--- src/design/prfq_pkg.sv ---
// shared types and constants for the per-flow round-robin queue
`timescale 1ns / 1ps
`default_nettype none
package prfq_pkg;

  typedef enum logic [1:0] {
    REQ_ENQ   = 2'd0,
    REQ_DEQ   = 2'd1,
    REQ_FLUSH = 2'd2,
    REQ_NONE  = 2'd3
  } req_type_t;

  typedef enum logic [2:0] {
    ST_ENQ     = 3'd0,
    ST_DEQ     = 3'd1,
    ST_EMPTY   = 3'd2,
    ST_FLUSHED = 3'd3,
    ST_FULL    = 3'd4,
    ST_NOTHING = 3'd5
  } status_t;

  typedef struct packed {
    logic [1:0]  req_type;
    logic [5:0]  flow_id;
    logic [15:0] packet_handle;
  } in_item_t;

  typedef struct packed {
    logic [2:0]  status;
    logic [5:0]  out_flow;
    logic [15:0] out_handle;
    logic        last;
    logic [10:0] pending_total;
  } out_item_t;

endpackage
`default_nettype wire

--- src/design/prfq_front.sv ---
// front end: request intake and a two-entry queue toward the scheduler
`timescale 1ns / 1ps
`default_nettype none
module prfq_front
  import prfq_pkg::*;
(
  input  wire logic     clk,
  input  wire logic     rst,
  input  wire logic     in_valid,
  output logic          in_ready,
  input  wire in_item_t in_item,
  output logic          q_valid,
  input  wire logic     q_ready,
  output in_item_t      q_item
);

  in_item_t  slot [2];
  logic      wr_ptr;
  logic      rd_ptr;
  logic [1:0] fill;
  logic      push;
  logic      pop;

  // unknown request types are dropped at intake
  assign in_ready = (fill != 2'd2);
  assign push = in_valid && in_ready && (in_item.req_type != REQ_NONE);
  assign pop  = q_valid && q_ready;
  assign q_valid = (fill != 2'd0);
  assign q_item  = slot[rd_ptr];

  // queue storage
  always_ff @(posedge clk) begin
    if (push) slot[wr_ptr] <= in_item;
  end

  // queue pointers
  always_ff @(posedge clk) begin
    if (rst) begin
      wr_ptr <= 1'b0;
      rd_ptr <= 1'b0;
      fill   <= 2'd0;
    end else begin
      if (push) wr_ptr <= ~wr_ptr;
      if (pop) rd_ptr <= ~rd_ptr;
      fill <= fill + {1'b0, push} - {1'b0, pop};
    end
  end

endmodule
`default_nettype wire

--- config.mk ---
export PLATFORM = sky130hd
export DESIGN_NAME = prfq_front
export DESIGN_NICKNAME = d
export VERILOG_FILES = /design/src/design/prfq_pkg.sv /design/src/design/prfq_front.sv
export SDC_FILE = /design/constraint.sdc
export NUM_CORES = 1
export LEC_CHECK = 0
export BUFFER_PORTS_ARGS = -buffer_cell sky130_fd_sc_hd__buf_2
export CORE_MARGIN = 2
export CORE_UTILIZATION = 50
export CTS_CLUSTER_SIZE = 40
export DETAILED_ROUTE_END_ITERATION = 8
export GPL_TIMING_DRIVEN = 0
export PLACE_DENSITY = 0.74
export SLEW_MARGIN = 20
export SYNTH_ARGS = -nofsm -noshare
export SYNTH_HDL_FRONTEND = slang
export SYNTH_SLANG_ARGS = --single-unit
--- constraint.sdc ---
create_clock -name clk -period 4.05 [get_ports clk]
set_input_delay 0.6075 -clock clk [delete_from_list [all_inputs] [get_ports clk]]
set_output_delay 0.6075 -clock clk [all_outputs]
set_load 0.02 [all_outputs]
# Yosys cells after proc, flatten, opt, wreduce, memory -nomap -nowiden

Memories as Yosys holds them, arrays and structs flattened. A register that Yosys moved wholly into a read port is not among the register bits.
Index checks and enable logic that the tools add are counted.
W data, S select, Z words.

Memories: 1
Word-level logic and storage cells: 18
Register bits after elaboration: 4
RAM bits: 48
Output and inout port bits: 26

Eq/ne operators: 2
Bitwise operators: 2
Reductions and logical operators: 4
Muxes and demuxes: 4
$add $sub $neg: 2

Memories:

| name | words | width | read ports | clocked after memory_dff | write ports | line             | source |
|---|---|---|---|---|---|---|---|
| slot | 2     | 24    | 1          | 1                        | 1           | prfq_front.sv:17 | `in_item_t slot [2];` |

Operator list:

| kind                 | number |
|---|---|
| $mux W1              | 4 |
| $ne A2 B2 Y1 const B | 2 |
| $logic_and A1 B1 Y1  | 3 |
| $add A2 B1 Y2        | 1 |
| $not A1 Y1           | 2 |
| $reduce_bool A2 Y1   | 1 |
| $sub A2 B1 Y2        | 1 |

# Logic depth before layout (Yosys ltp)

Gate-level depths: netlist of the first run.

Word-level depth: 5
Mapped depth: 8

# Worst setup path after synthesis of the first run

No wires, ideal clock.

Path kind: input to register
Start point: in in_item[22] in the netlist's numbering
End point: mem slot[1][0] in the netlist's numbering, enable pin
Slack: 1812 ps
Required time: 3645 ps
Arrival: 1833 ps
Path buffers: 0
Cell stages on the path: 3
Cell sequence: nand2_1 > nand3_4 > nor2_1

Word-level cells in the longest chain between the ends: 4

RTL lines:

| item                          | line             | source |
|---|---|---|
| start, declared               | prfq_front.sv:11 | `input wire in_item_t in_item,` |
| $ne A2 B2 Y1                  | prfq_front.sv:26 | `assign push = in_valid && in_ready && (in_item.req_type != REQ_NONE);` |
| $logic_and A1 B1 Y1           | prfq_front.sv:26 |  |
| $mux W1                       | prfq_front.sv:33 | `if (push) slot[wr_ptr] <= in_item;` |
| $mux W1 (implied by the code) | prfq_front.sv:33 |  |
| end, declared                 | prfq_front.sv:17 |  |

No other way between the ends.

==> flow_results.org, run 1 <==
** Worst setup path
- Signal arrival time at the worst endpoint :: 1.39 ns
- Data on the critical path is required at its endpoint by 3.44 ns.
- In this run the critical register-to-register path is captured at fill[1].
- Crit Path Max Fanout :: 10
- Measured in cells, the most critical reg-to-reg path has a length of 8.
- Sort of element at the end of the critical path :: primary output
- In this run the critical register-to-register path is launched from fill[0].
- Startpoint type of the worst setup path :: register
- The critical path is of the reg -> out type.
- Setup slack on the worst reg-to-reg path comes out at 2.35 ns.

** STA
- Final setup violation count :: 0
- At the pin with the least slew margin, the transition time is 0.714 ns.
- Time the final worst path needs with I/O delays and setup :: 2.00 ns
- Setup total negative slack on the finished layout was measured at 0 ns.
- After layout, the worst path uses 49.4% of the clock period.
- Slew Limit Headroom :: 52.3%
- Number of endpoints with negative hold slack in the final report :: 0
- RSZ-0062 raised after global routing :: false
- The max-slew violation count is 0.
- Maximum clock rate :: 0.500 GHz
- Final clock skew :: 0.00618 ns

** Floorplan
- Once the floorplan was initialized, standard cells occupied 52.0% of the core.
- Top Ports :: 54
- Die ar. :: 4690 sq um
- The floorplan step set the die height to 68.5 um.
- In this run the horizontal extent of the chip is 68.5 um.
- Rows :: 23
- Core region area :: 4000 sq um

** GRT
- Via count of the first global-routing pass :: 1066
- Largest net degree at the start of global routing :: 25
- In the global route stage, overall resource usage came out at 14.2%.
- The first global-routing pass estimated 4690 um of wire.
- The number of antenna violations at the first check in global routing came to 0.
- For this run the aggregate overflow at the end of global routing stands at 0.

** Logic synthesis
- Synth top area share :: 69.3%
- The Yosys step of the flow raised 0 warnings.
- Post-synth cell types :: 18
- After technology mapping, the gate count stands at 102.
- Post-Syn Area :: 2080 sq um
- By area the synthesized netlist is led by sky130_fd_sc_hd__edfxtp_1 69%, sky130_fd_sc_hd__mux2_4 15%, sky130_fd_sc_hd__dfxtp_1 4.8%.
- Post-synthesis cell type with the largest combined area :: sky130_fd_sc_hd__edfxtp_1
- Counting flops and latches in the post-synthesis netlist gives 53.
- Net count after synthesis :: 132
- Syn_area_per_cell :: 20.4 sq um
- Post-synthesis sequential area ratio :: 74.1%

** Place
- Routability congestion estimate :: 0.737
- Total half-perimeter wirelength after legalization and detailed placement :: 2190 um
- During placement, the flow inserted port buffers numbering 53.

** Pwr
- Peak supply drop :: 0.000388 V
- In this run the static leakage power is 1.01 nW.
- For this design the ratio of total power to cell area is 640 nW/um^2.
- The design draws 1.62 mW.

** Worst hold path
- Hold worst-path end :: slot[0][8]
- Startpoint of the lowest-slack hold path :: in_item[8]
- The path class of the tightest hold or removal check is in -> reg.
- Worst hold path cell count :: 1

** Clocking
- CTS built an H-tree with a depth of 2.
- After clock tree synthesis, the clock-pin slew on the worst setup and hold paths is 0.09 ns.
- Resized Gates After CTS :: 0
- CTS tree :: built
- Clock net sink count :: 53
- Buffers inserted to repair hold after CTS numbered 0.
- Clock latency on the worst-skew pair, taken at its later pin, is 0.30 ns.
- Post-CTS timing repair inserted 0 buffers for setup.
- The longest clock path from root to sink contains 2 buffers.
- The number of clock buffers added by TritonCTS is 5.
- Clk root buf :: sky130_fd_sc_hd__clkbuf_8

** Routing
- Initial DRC count :: 59
- For this block, the routed nets add up to 3100 um of wire.
- Drc violations :: 0
- Mean routed wirelength per cell :: 14.6 um
- Detailed-routing iteration count for the pre-antenna-repair pass :: 4
- Using the TritonRoute via totals, the vias-per-cell ratio works out to 4.84.
- Detail Route Antenna Nets :: 0
- The detailed router placed 1030 vias in this run.

** Run status
- The flow ran to the end, and the final reports show no timing, DRC or antenna violations.

** Layout
- Nets@finish :: 192
- 0 antenna diodes ended up in the layout.
- Layout overhead on the synthesized area :: 21.6%
- In the final layout, the share of cells above drive strength 1 is 57.1%.

** Flow run
- The tool flagged a number of max-cap violations equal to 0.
[critical path: stages, from the launching register on]
cell and delay (ns):
sky130_fd_sc_hd__dfxtp_1 0.33, sky130_fd_sc_hd__buf_6 0.12, sky130_fd_sc_hd__buf_6 0.18, sky130_fd_sc_hd__mux2_4 0.31, sky130_fd_sc_hd__buf_2 0.16
[sequential cells by signal, summed over array words and instances, names as in the netlist, named ones only]
name and count:
wr_ptr 1, slot 48, fill 2, rd_ptr 1
[Yosys cell counts]
| cell type | instances |
|---|---|
| sky130_fd_sc_hd__and2_1 | 1 |
| sky130_fd_sc_hd__buf_6 | 3 |
| sky130_fd_sc_hd__dfxtp_1 | 5 |
| sky130_fd_sc_hd__edfxtp_1 | 48 |
| sky130_fd_sc_hd__ha_1 | 2 |
| sky130_fd_sc_hd__inv_1 | 2 |
| sky130_fd_sc_hd__mux2_2 | 4 |
| sky130_fd_sc_hd__mux2_4 | 21 |
| sky130_fd_sc_hd__nand2_1 | 1 |
| sky130_fd_sc_hd__nand2b_4 | 1 |
| sky130_fd_sc_hd__nand3_4 | 1 |
| sky130_fd_sc_hd__nor2_1 | 7 |
| sky130_fd_sc_hd__nor2b_1 | 1 |
| sky130_fd_sc_hd__nor3_1 | 1 |
| sky130_fd_sc_hd__o21a_2 | 1 |
| sky130_fd_sc_hd__or2_2 | 1 |
| sky130_fd_sc_hd__xnor2_1 | 1 |
| sky130_fd_sc_hd__xor2_1 | 1 |
[kinds of logic (layout without fill, tap and decap cells)]
logic type / Yosys count / count (layout) / share of synthesized area, %
mux: 25 / 25 / 17.3
buf+inv: 5 / 66 / 1.99
compound gates: 1 / 1 / 0.421
xor+xnor: 2 / 2 / 0.843
fa+ha+maj: 2 / 2 / 1.20
flops: 53 / 53 / 74.1
simple gates: 14 / 14 / 4.09
[cells in the final DEF (no fill, tap or decap), drive strengths merged]
| master | n |
|---|---|
| bufinv | 1 |
| nor3 | 1 |
| mux2 | 25 |
| nor2b | 1 |
| o21a | 1 |
| and2 | 1 |
| nand2 | 1 |
| edfxtp | 48 |
| or2 | 1 |
| xnor2 | 1 |
| inv | 2 |
| buf | 56 |
| xor2 | 1 |
| clkinv | 1 |
| nand2b | 1 |
| dfxtp | 5 |
| clkbuf | 6 |
| nor2 | 7 |
| nand3 | 1 |
| ha | 2 |
[routing by layer]
metal	track usage [%]	up-vias	share of wire [%]
met2	26.8	31	54
met5	0	-	0
met3	4.38	2	5.3
met1	15.0	495	40
met4	4.50	0	0.71
li1	-	502	-
[worst max path at each step]
stage	start	end	depth (start not counted)
global placement	in_item[22]	slot[1][11]	4
global route	register	q_item[13]	4
floorplan	in_item[22]	slot[1][0]	3
finish	register	q_item[14]	4
CTS	register	q_item[14]	4
detailed placement	in_item[23]	fill[1]	9
[through the flow]
step           worst slack [ns]  hold slack (ns)  instance area [sq um]  util (%)  std cells
2_1_floorplan              1.81            0.480                   2080         -        102
3_3_place_gp               1.20            0.502                   2410      60.2        205
3_5_place_dp               2.03            0.513                   2420      60.6        205
4_1_cts                    2.03            0.485                   2530      63.2        213
5_1_grt                    1.98            0.479                   2530      63.2        213
6_report                   2.05            0.492                   2530      63.2        213
[area by class of cell]
type                            count  area (sq um)
Sequential cell                    53          1540
Fill cell                         294          1470
Multi-Input combinational cell     44           512
Timing Repair Buffer               53           265
Clock buffer                        6          72.6
Tap cell                           50          62.6
Clock inverter                      2          33.8
Buffer                              3          33.8
Inverter                            2          7.51
[power breakdown]
group	switching (mW)	total, mW	internal [mW]
clock	0.154	0.336	0.182
sequential	0.0320	0.719	0.687
combinational	0.298	0.565	0.266
Power figures use the tool's default switching activity.
==> run 2: changes to the inputs <==
CORE_UTILIZATION = 46   (was 50)
PLACE_DENSITY = 0.72   (was 0.74)
clock period = 1.7 ns   (was 4.05 ns; I/O delays follow)
==> flow_results.org, run 2 (synthesis results as in run 1) <==
** Layout
- In the final layout, the registers with the most flip-flops are slot x48, fill x2.
- The register with the most flip-flops in the layout has 48 of them.
- Number of filler instances in the final layout :: 333
- The finished layout holds 217 standard cells, fillers aside.
- Top register by number of flip-flops :: slot
- Highest-count cells in the layout ignoring fill and taps :: 53 x sky130_fd_sc_hd__buf_2, 48 x sky130_fd_sc_hd__edfxtp_1, 21 x sky130_fd_sc_hd__mux2_4
- After routing the design area is 2590 sq um.
- Layout overhead on the synthesized area :: 24.6%
- Nets@finish :: 194
- The post-route netlist has 60.6% of its cells at a drive strength greater than 1.
- Antenna Cells :: 0
- Most common library cell in the layout ignoring fill and taps :: sky130_fd_sc_hd__buf_2

** Run status
- The flow ran to the end, and the final reports show no timing, DRC or antenna violations.

** Pwr
- The internal portion of the total power is 2.78 mW.
- In this run switching power makes up 30.0% of total power.
- Switching power total :: 1.19 mW
- The design draws 3.98 mW.
- Per report_power, the combinational group accounts for 36.5% of the total.
- Sequential Power Share :: 43.2%
- Total leakage power :: 1.02 nW
- The clock network burns 20.3% of the power.
- For this design the ratio of total power to cell area is 1530 nW/um^2.
- Peak supply drop :: 0.000814 V

** Place
- In this run the cell area measured after placement is 2420 sq um.
- Port Buffers :: 53
- Routability-driven placement finished with a final weighted congestion of 0.733.
- Post-placement worst setup slack :: 0.0254 ns
- # placed instances :: 207
- Total half-perimeter wirelength after legalization and detailed placement :: 2360 um

** Flow run
- Max-cap violations :: 0

** Floorplan
- From bottom edge to top edge, the die measures 71.2 um.
- The die covers 5070 sq um.
- Rows :: 24
- Top Ports :: 54
- Die X :: 71.2 um
- Starting density of the core :: 47.8%
- The floorplan step defined a core boundary enclosing 4350 sq um.

** Clocking
- The number of hold buffers added after CTS was 0.
- Clk root buf :: sky130_fd_sc_hd__clkbuf_8
- CTS tree :: built
- The clock reaches the later pin of the worst-skew pair after 0.30 ns.
- The H-tree was split into 2 levels.
- Clock net sink count :: 53
- The clock passes through at most 2 buffers.
- Buffers inserted during clock tree synthesis total 5.
- Clock edge transition at the registers on the reported setup and hold paths :: 0.09 ns

** Routing
- Routed length on met3 :: 176 um
- Drc violations :: 0
- The detailed router used layers up to and including met4.
- Post-detailed-route via-to-cell ratio :: 4.81
- Number of vias in the routed layout :: 1044
- For this run, the detailed router's first-pass iteration total came to 4.
- Wire length on met1 :: 1190 um
- For this block, the initial DRC count from the detailed router was 60.
- Mean routed wirelength per cell :: 15.5 um
- The detail route stage leaves a number of antenna-violating nets equal to 0.
- Wires add up to 3370 um.
- Summed over all nets, wire length on met2 after detailed routing comes to 1940 um.

** Worst setup path
- The critical path goes through buf_6, buf_12, mux2_4, buf_2.
- For flop-to-flop paths, the worst setup slack is 0.10 ns.
- Crit Path Max Fanout :: 10
- The worst setup path is captured at a primary output.
- In this run the critical register-to-register path is captured at fill[1].
- By startpoint and endpoint, the worst setup path is classified as reg -> out.
- Capture point of the worst path :: q_item[5]
- The slowest stage of the critical path is the sky130_fd_sc_hd__dfxtp_2 cell.
- At the worst endpoint, the arrival time is 1.37 ns.
- In this run the critical register-to-register path is launched from fill[0].
- Startpoint type of the worst setup path :: register
- On the worst path, the slowest cell contributes a delay of 0.33 ns.
- STA puts the critical path data required time at 1.44 ns.
- Cells on worst reg2reg path :: 8

** STA
- Number of endpoints with negative hold slack in the final report :: 0
- Time the final worst path needs with I/O delays and setup :: 1.63 ns
- Final setup violation count :: 0
- Headroom to the max-slew limit came out at 52.7%.
- Setup repair after global routing could not meet its margin everywhere.
- The final critical path takes up 95.8% of the cycle.
- Final clock skew :: 0.00448 ns
- Maximum clock rate :: 0.614 GHz
- The worst path meets setup with 0.0717 ns of slack.
- For the pin with the worst max-slew slack, the measured transition is 0.707 ns.
- Number of slew-limit violations in the final report :: 0

** GRT
- Via count of the first global-routing pass :: 1105
- The total overflow left after global routing is 0.
- GRT Overall Usage :: 14.0%
- Antenna violations before repair :: 0
- The first global-routing pass estimated 5270 um of wire.
- Entering global routing, the biggest net connects 25 pins.

** Worst hold path
- The tightest min-delay check is of the in -> reg type.
## run 2: cell count changes in the layout (fill, tap and decap cells not counted), moves of 2 or more
| cell | change |
|---|---|
| sky130_fd_sc_hd__buf_12 | +2 |
| sky130_fd_sc_hd__buf_4 | +2 |
| sky130_fd_sc_hd__buf_6 | -2 |
| sky130_fd_sc_hd__dfxtp_1 | -2 |
| sky130_fd_sc_hd__dfxtp_2 | +2 |
## run 2: power by group through the flow
| stage | logic [mW] | registers, mW | clock network, mW |
|---|---|---|---|
| 5_1_grt | 1.55 | 1.74 | 0.876 |
| 3_5_place_dp | 1.37 | 1.75 | 0 |
| 2_1_floorplan | 1.02 | 1.72 | 0 |
| 3_3_place_gp | 1.32 | 1.73 | 0 |
| 6_report | 1.45 | 1.72 | 0.808 |
| 4_1_cts | 1.37 | 1.72 | 0.829 |
## run 2: timing repair
action                                 in CTS  in global routing
resized for setup                           1                  8
setup endpoints to repair                   1                 45
endpoints found under the hold margin       0                  0
setup buffers                               0                  2
pin swaps                                   0                  1
## run 2: worst min-delay path by stage
stage	start	endpoint	slack, ns	depth (start not counted)
2_1_floorplan	rst	fill[0]	0.33	1
3_3_place_gp	in_item[7]	slot[0][7]	0.44	1
3_5_place_dp	in_item[9]	slot[1][9]	0.45	1
4_1_cts	in_item[7]	slot[1][7]	0.13	1
5_1_grt	in_item[5]	slot[1][5]	0.12	1
6_report	in_item[7]	slot[0][7]	0.14	1
## run 2: metrics by stage
stage	utilization, %	setup TNS [ns]	hold WS [ns]
5_1_grt	59.5	-0.0189	0.122
6_report	59.5	0	0.137
3_3_place_gp	55.3	-39.86	0.444
2_1_floorplan	-	-17.21	0.327
3_5_place_dp	55.7	0	0.446
4_1_cts	58.2	0	0.129
## run 2: layout make-up
class	count	area [sq um]	share of cell area, %
flip-flops and latches	53	1540	59.6
multi-input cells	44	537	20.7
repair buffers	55	280	10.8
clock buffers	6	72.6	2.80
well taps	52	65.1	2.51
plain buffers	3	51.3	1.98
clock inverters	2	33.8	1.30
inverters	2	7.51	0.290
## run 2: worst max-delay path: cells and delay by family (launching register included)
family	cells	cell delay, ns
buffers and inverters	3	0.44
flip-flops	1	0.33
multiplexers	1	0.30
## run 2: layer usage
metal,global-route usage (%),vias up
met5,0,-
met4,6.29,0
met3,4.22,6
met2,26.1,30
met1,14.3,504
li1,-,504
==> run 3: changes to the inputs <==
ABC_AREA = 1   (was not set)
CORE_UTILIZATION = 47   (was 46)
PLACE_DENSITY = 0.73   (was 0.72)
==> flow_results.org, run 3 <==
** STA
- The worst path uses 96.6% of the clock period.
- Final clock skew :: 0.00388 ns
- Setup repair after global routing left no endpoint under its margin.
- Slew Limit Headroom :: 52.0%
- The max-slew violation count is 0.
- Maximum clock rate :: 0.609 GHz
- For the pin with the worst max-slew slack, the measured transition is 0.718 ns.
- Number of endpoints with negative hold slack in the final report :: 0
- After layout, the minimum clock period comes to 1.64 ns.
- The tightest hold path in the finished design has a slack of 0.103 ns.
- Final setup violation count :: 0

** Layout
- Number of filler instances in the final layout :: 373
- Highest-count cells in the layout ignoring fill and taps :: 53 x sky130_fd_sc_hd__buf_2, 48 x sky130_fd_sc_hd__edfxtp_1, 20 x sky130_fd_sc_hd__mux2_4
- Once layout is done, the placed cells without fillers occupy 2540 sq um.
- Post-Layout Cell Count :: 227
- Nets@finish :: 204
- Top register by number of flip-flops :: slot
- The largest registers in the layout are slot x48, fill x2.
- Antenna Cells :: 0
- Of the cells placed in the final design, the portion with a size suffix greater than 1 is 53.1%.
- Layout overhead on the synthesized area :: 21.4%
- Most common library cell in the layout ignoring fill and taps :: sky130_fd_sc_hd__buf_2
- Number of flip-flops in the largest register :: 48

** GRT
- Via count of the first global-routing pass :: 1201
- Largest net degree at the start of global routing :: 25
- Global routing finished with a remaining overflow of 0.
- GRT Overall Usage :: 14.7%
- Antenna violations before repair :: 0
- The first global-routing pass estimated 5490 um of wire.

** Floorplan
- Die X :: 70.8 um
- The floorplan step defined a die boundary enclosing 5010 sq um.
- In this run the vertical extent of the chip is 70.8 um.
- Core region area :: 4320 sq um
- The floorplan has 24 rows.
- Top Ports :: 54
- Once the floorplan was initialized, standard cells occupied 48.4% of the core.

** Routing
- Detailed-routing iteration count for the pre-antenna-repair pass :: 4
- The count of nets left with antenna violations once routing finished came out at 0.
- The detailed router placed 1111 vias in this run.
- Using the TritonRoute via totals, the vias-per-cell ratio works out to 4.89.
- In this run, the number of DRC markers left after iteration 0 of detailed routing was 51.
- Mean routed wirelength per cell :: 15.1 um
- Wires add up to 3420 um.
- In the routed design, unresolved DRC markers number 0.

** Clocking
- Buffers added to address setup during post-CTS repair amount to 0.
- Clock-pin slew was measured on the worst setup and hold paths at 0.09 ns.
- The clock drives 53 sinks.
- Number of buffers created by CTS :: 5
- Buffer levels on the longest clock path :: 2
- Clock latency on the worst-skew pair, taken at its later pin, is 0.30 ns.
- Number of levels the H-tree was split into :: 2
- The tree is rooted in a sky130_fd_sc_hd__clkbuf_8.
- The number of hold buffers added after CTS was 0.
- CTS tree :: built

** Pwr
- Total leakage power :: 1.02 nW
- The worst-case IR drop observed on VDD is 0.000606 V.
- Switching share of power :: 31.0%
- Summing internal, switching and leakage power gives 3.48 mW.
- Cell internal pwr :: 2.41 mW
- Switching power total :: 1.08 mW
- Sequential Power Share :: 47.7%
- Power spread over the standard cell area amounts to 1370 nW/um^2.
- Fraction of power consumed by the clock network :: 19.6%
- Share of total power in combinational logic :: 32.7%

** Logic synthesis
- Primary FF master, synth :: sky130_fd_sc_hd__edfxtp_1
- Syn_area_per_cell :: 18.4 sq um
- Leading post-synthesis cells by cell area :: sky130_fd_sc_hd__edfxtp_1 69%, sky130_fd_sc_hd__mux2_4 14%, sky130_fd_sc_hd__dfxtp_1 4.8%
- Most common cell in the netlist :: sky130_fd_sc_hd__edfxtp_1
- Synthesis inferred 53 register bits.
- Post-synthesis async set-or-reset flop share :: 0%
- Synth top area share :: 68.8%
- Number of synthesis warnings :: 0
- Synthesis instantiated 14 different standard cells from the library.
- Counting every net in the synthesized netlist gives 144.
- Post-synthesis sequential area ratio :: 73.6%
- After synthesis the cells add up to 2090 sq um.
- Gate Count Post-Synth :: 114
- Number of enable-type register cells in the synthesized netlist :: 48
- Most numerous cell types in the synthesized netlist :: 48 x sky130_fd_sc_hd__edfxtp_1, 20 x sky130_fd_sc_hd__mux2_4, 10 x sky130_fd_sc_hd__inv_1
- Post-synthesis cell type with the largest combined area :: sky130_fd_sc_hd__edfxtp_1

** Worst setup path
- Delay of the slowest critical-path stage :: 0.33 ns
- Among all stages on the critical path, the largest delay is contributed by sky130_fd_sc_hd__dfxtp_1.
- Startpoint-to-endpoint class of the critical path :: reg -> out
- Crit path cell chain :: buf_6, buf_12, mux2_4, buf_2
- Data on the critical path is required at its endpoint by 1.44 ns.
- STA classifies the critical path endpoint as a primary output.
- Crit Path Max Fanout :: 10
- Signal arrival time at the worst endpoint :: 1.39 ns
- Startpoint type of the worst setup path :: register

** Place
- During placement, the flow inserted port buffers numbering 53.
- Routability congestion estimate :: 0.699
- Detailed placement ended at an HPWL of 2440 um.
- In this run the cell area measured after placement is 2430 sq um.
- Including well taps, the total number of placed cells is 219.

** Flow run
- Across the run, the number of max-cap violations was 0.

** Worst hold path
- Min-Delay Path Class :: in -> reg

** Run status
- The flow ran to the end, and the final reports show no timing, DRC or antenna violations.
run 3: cell count changes after synthesis, moves of 2 or more:
cell and delta:
sky130_fd_sc_hd__buf_6 -2, sky130_fd_sc_hd__nand2_1 +8, sky130_fd_sc_hd__inv_1 +8, sky130_fd_sc_hd__buf_12 +2
sky130_fd_sc_hd__nand3_1 +3
run 3: routing by layer:
layer	vias to the layer above	part of all wire [%]	global-route usage [%]
met5	-	0	0
met4	0	2.3	6.29
met3	9	6.6	4.99
met2	45	56	27.5
met1	526	35	14.8
li1	531	-	-
run 3: timing repair:
action / in CTS / in global routing
pin swaps: 0 / 1
gates resized for setup: 3 / 3
setup endpoints to repair: 49 / 34
run 3: worst max-delay path: cells and delay by family (launching register included):
family	cells	cell delay, ns
multiplexers	1	0.30
flip-flops	1	0.33
buffers and inverters	3	0.45
run 3: logic make-up after synthesis:
kind of cell	after synthesis	synth area share (%)
compound gates	2	0.597
fa+ha+maj	2	1.19
buf+inv	13	4.24
flops	53	73.6
mux	24	16.5
simple gates	20	3.88
run 3: through the flow:
stage / setup slack [ns] / utilization (%) / TNS [ns]
2_1_floorplan: 0.0359 / - / 0
3_3_place_gp: 0.0143 / 56.3 / 0
3_5_place_dp: -0.106 / 56.3 / -2.58
4_1_cts: 0.0329 / 58.5 / 0
5_1_grt: 0.00375 / 58.8 / 0
6_report: 0.0580 / 58.8 / 0
run 3: path summary, 6_finish.rpt:
| check | cells past startpoint | startpoint | endpoint | slack [ns] |
|---|---|---|---|---|
| worst max-delay path | 4 | register | q_item[22] | 0.06 |
| worst min-delay path | 2 | rst | fill[0] | 0.10 |
| worst max register to register | 10 | fill[0] | fill[1] | 0.09 |
| worst min register to register | 2 | rd_ptr | register | 0.53 |
run 3: final cells by class:
| type | instances | area [sq um] | share of cell area, % |
|---|---|---|---|
| buffer | 3 | 51.3 | 2.02 |
| clock inverter | 2 | 15.0 | 0.590 |
| tap | 52 | 65.1 | 2.56 |
| sequential | 53 | 1540 | 60.6 |
| multi-input combinational | 48 | 490 | 19.3 |
| clock buffer | 6 | 72.6 | 2.85 |
| inverter | 10 | 41.3 | 1.62 |
| timing repair buffer | 53 | 265 | 10.4 |
run 3: power by group through the flow:
stage                     combinational, mW  sequential [mW]  clock, mW
after global routing                   1.23             1.68      0.748
after detailed placement               1.13             1.69          0
after global placement                 1.09             1.67          0
final                                  1.14             1.66      0.683
after floorplan                       0.841             1.67          0
after CTS                              1.14             1.66      0.703
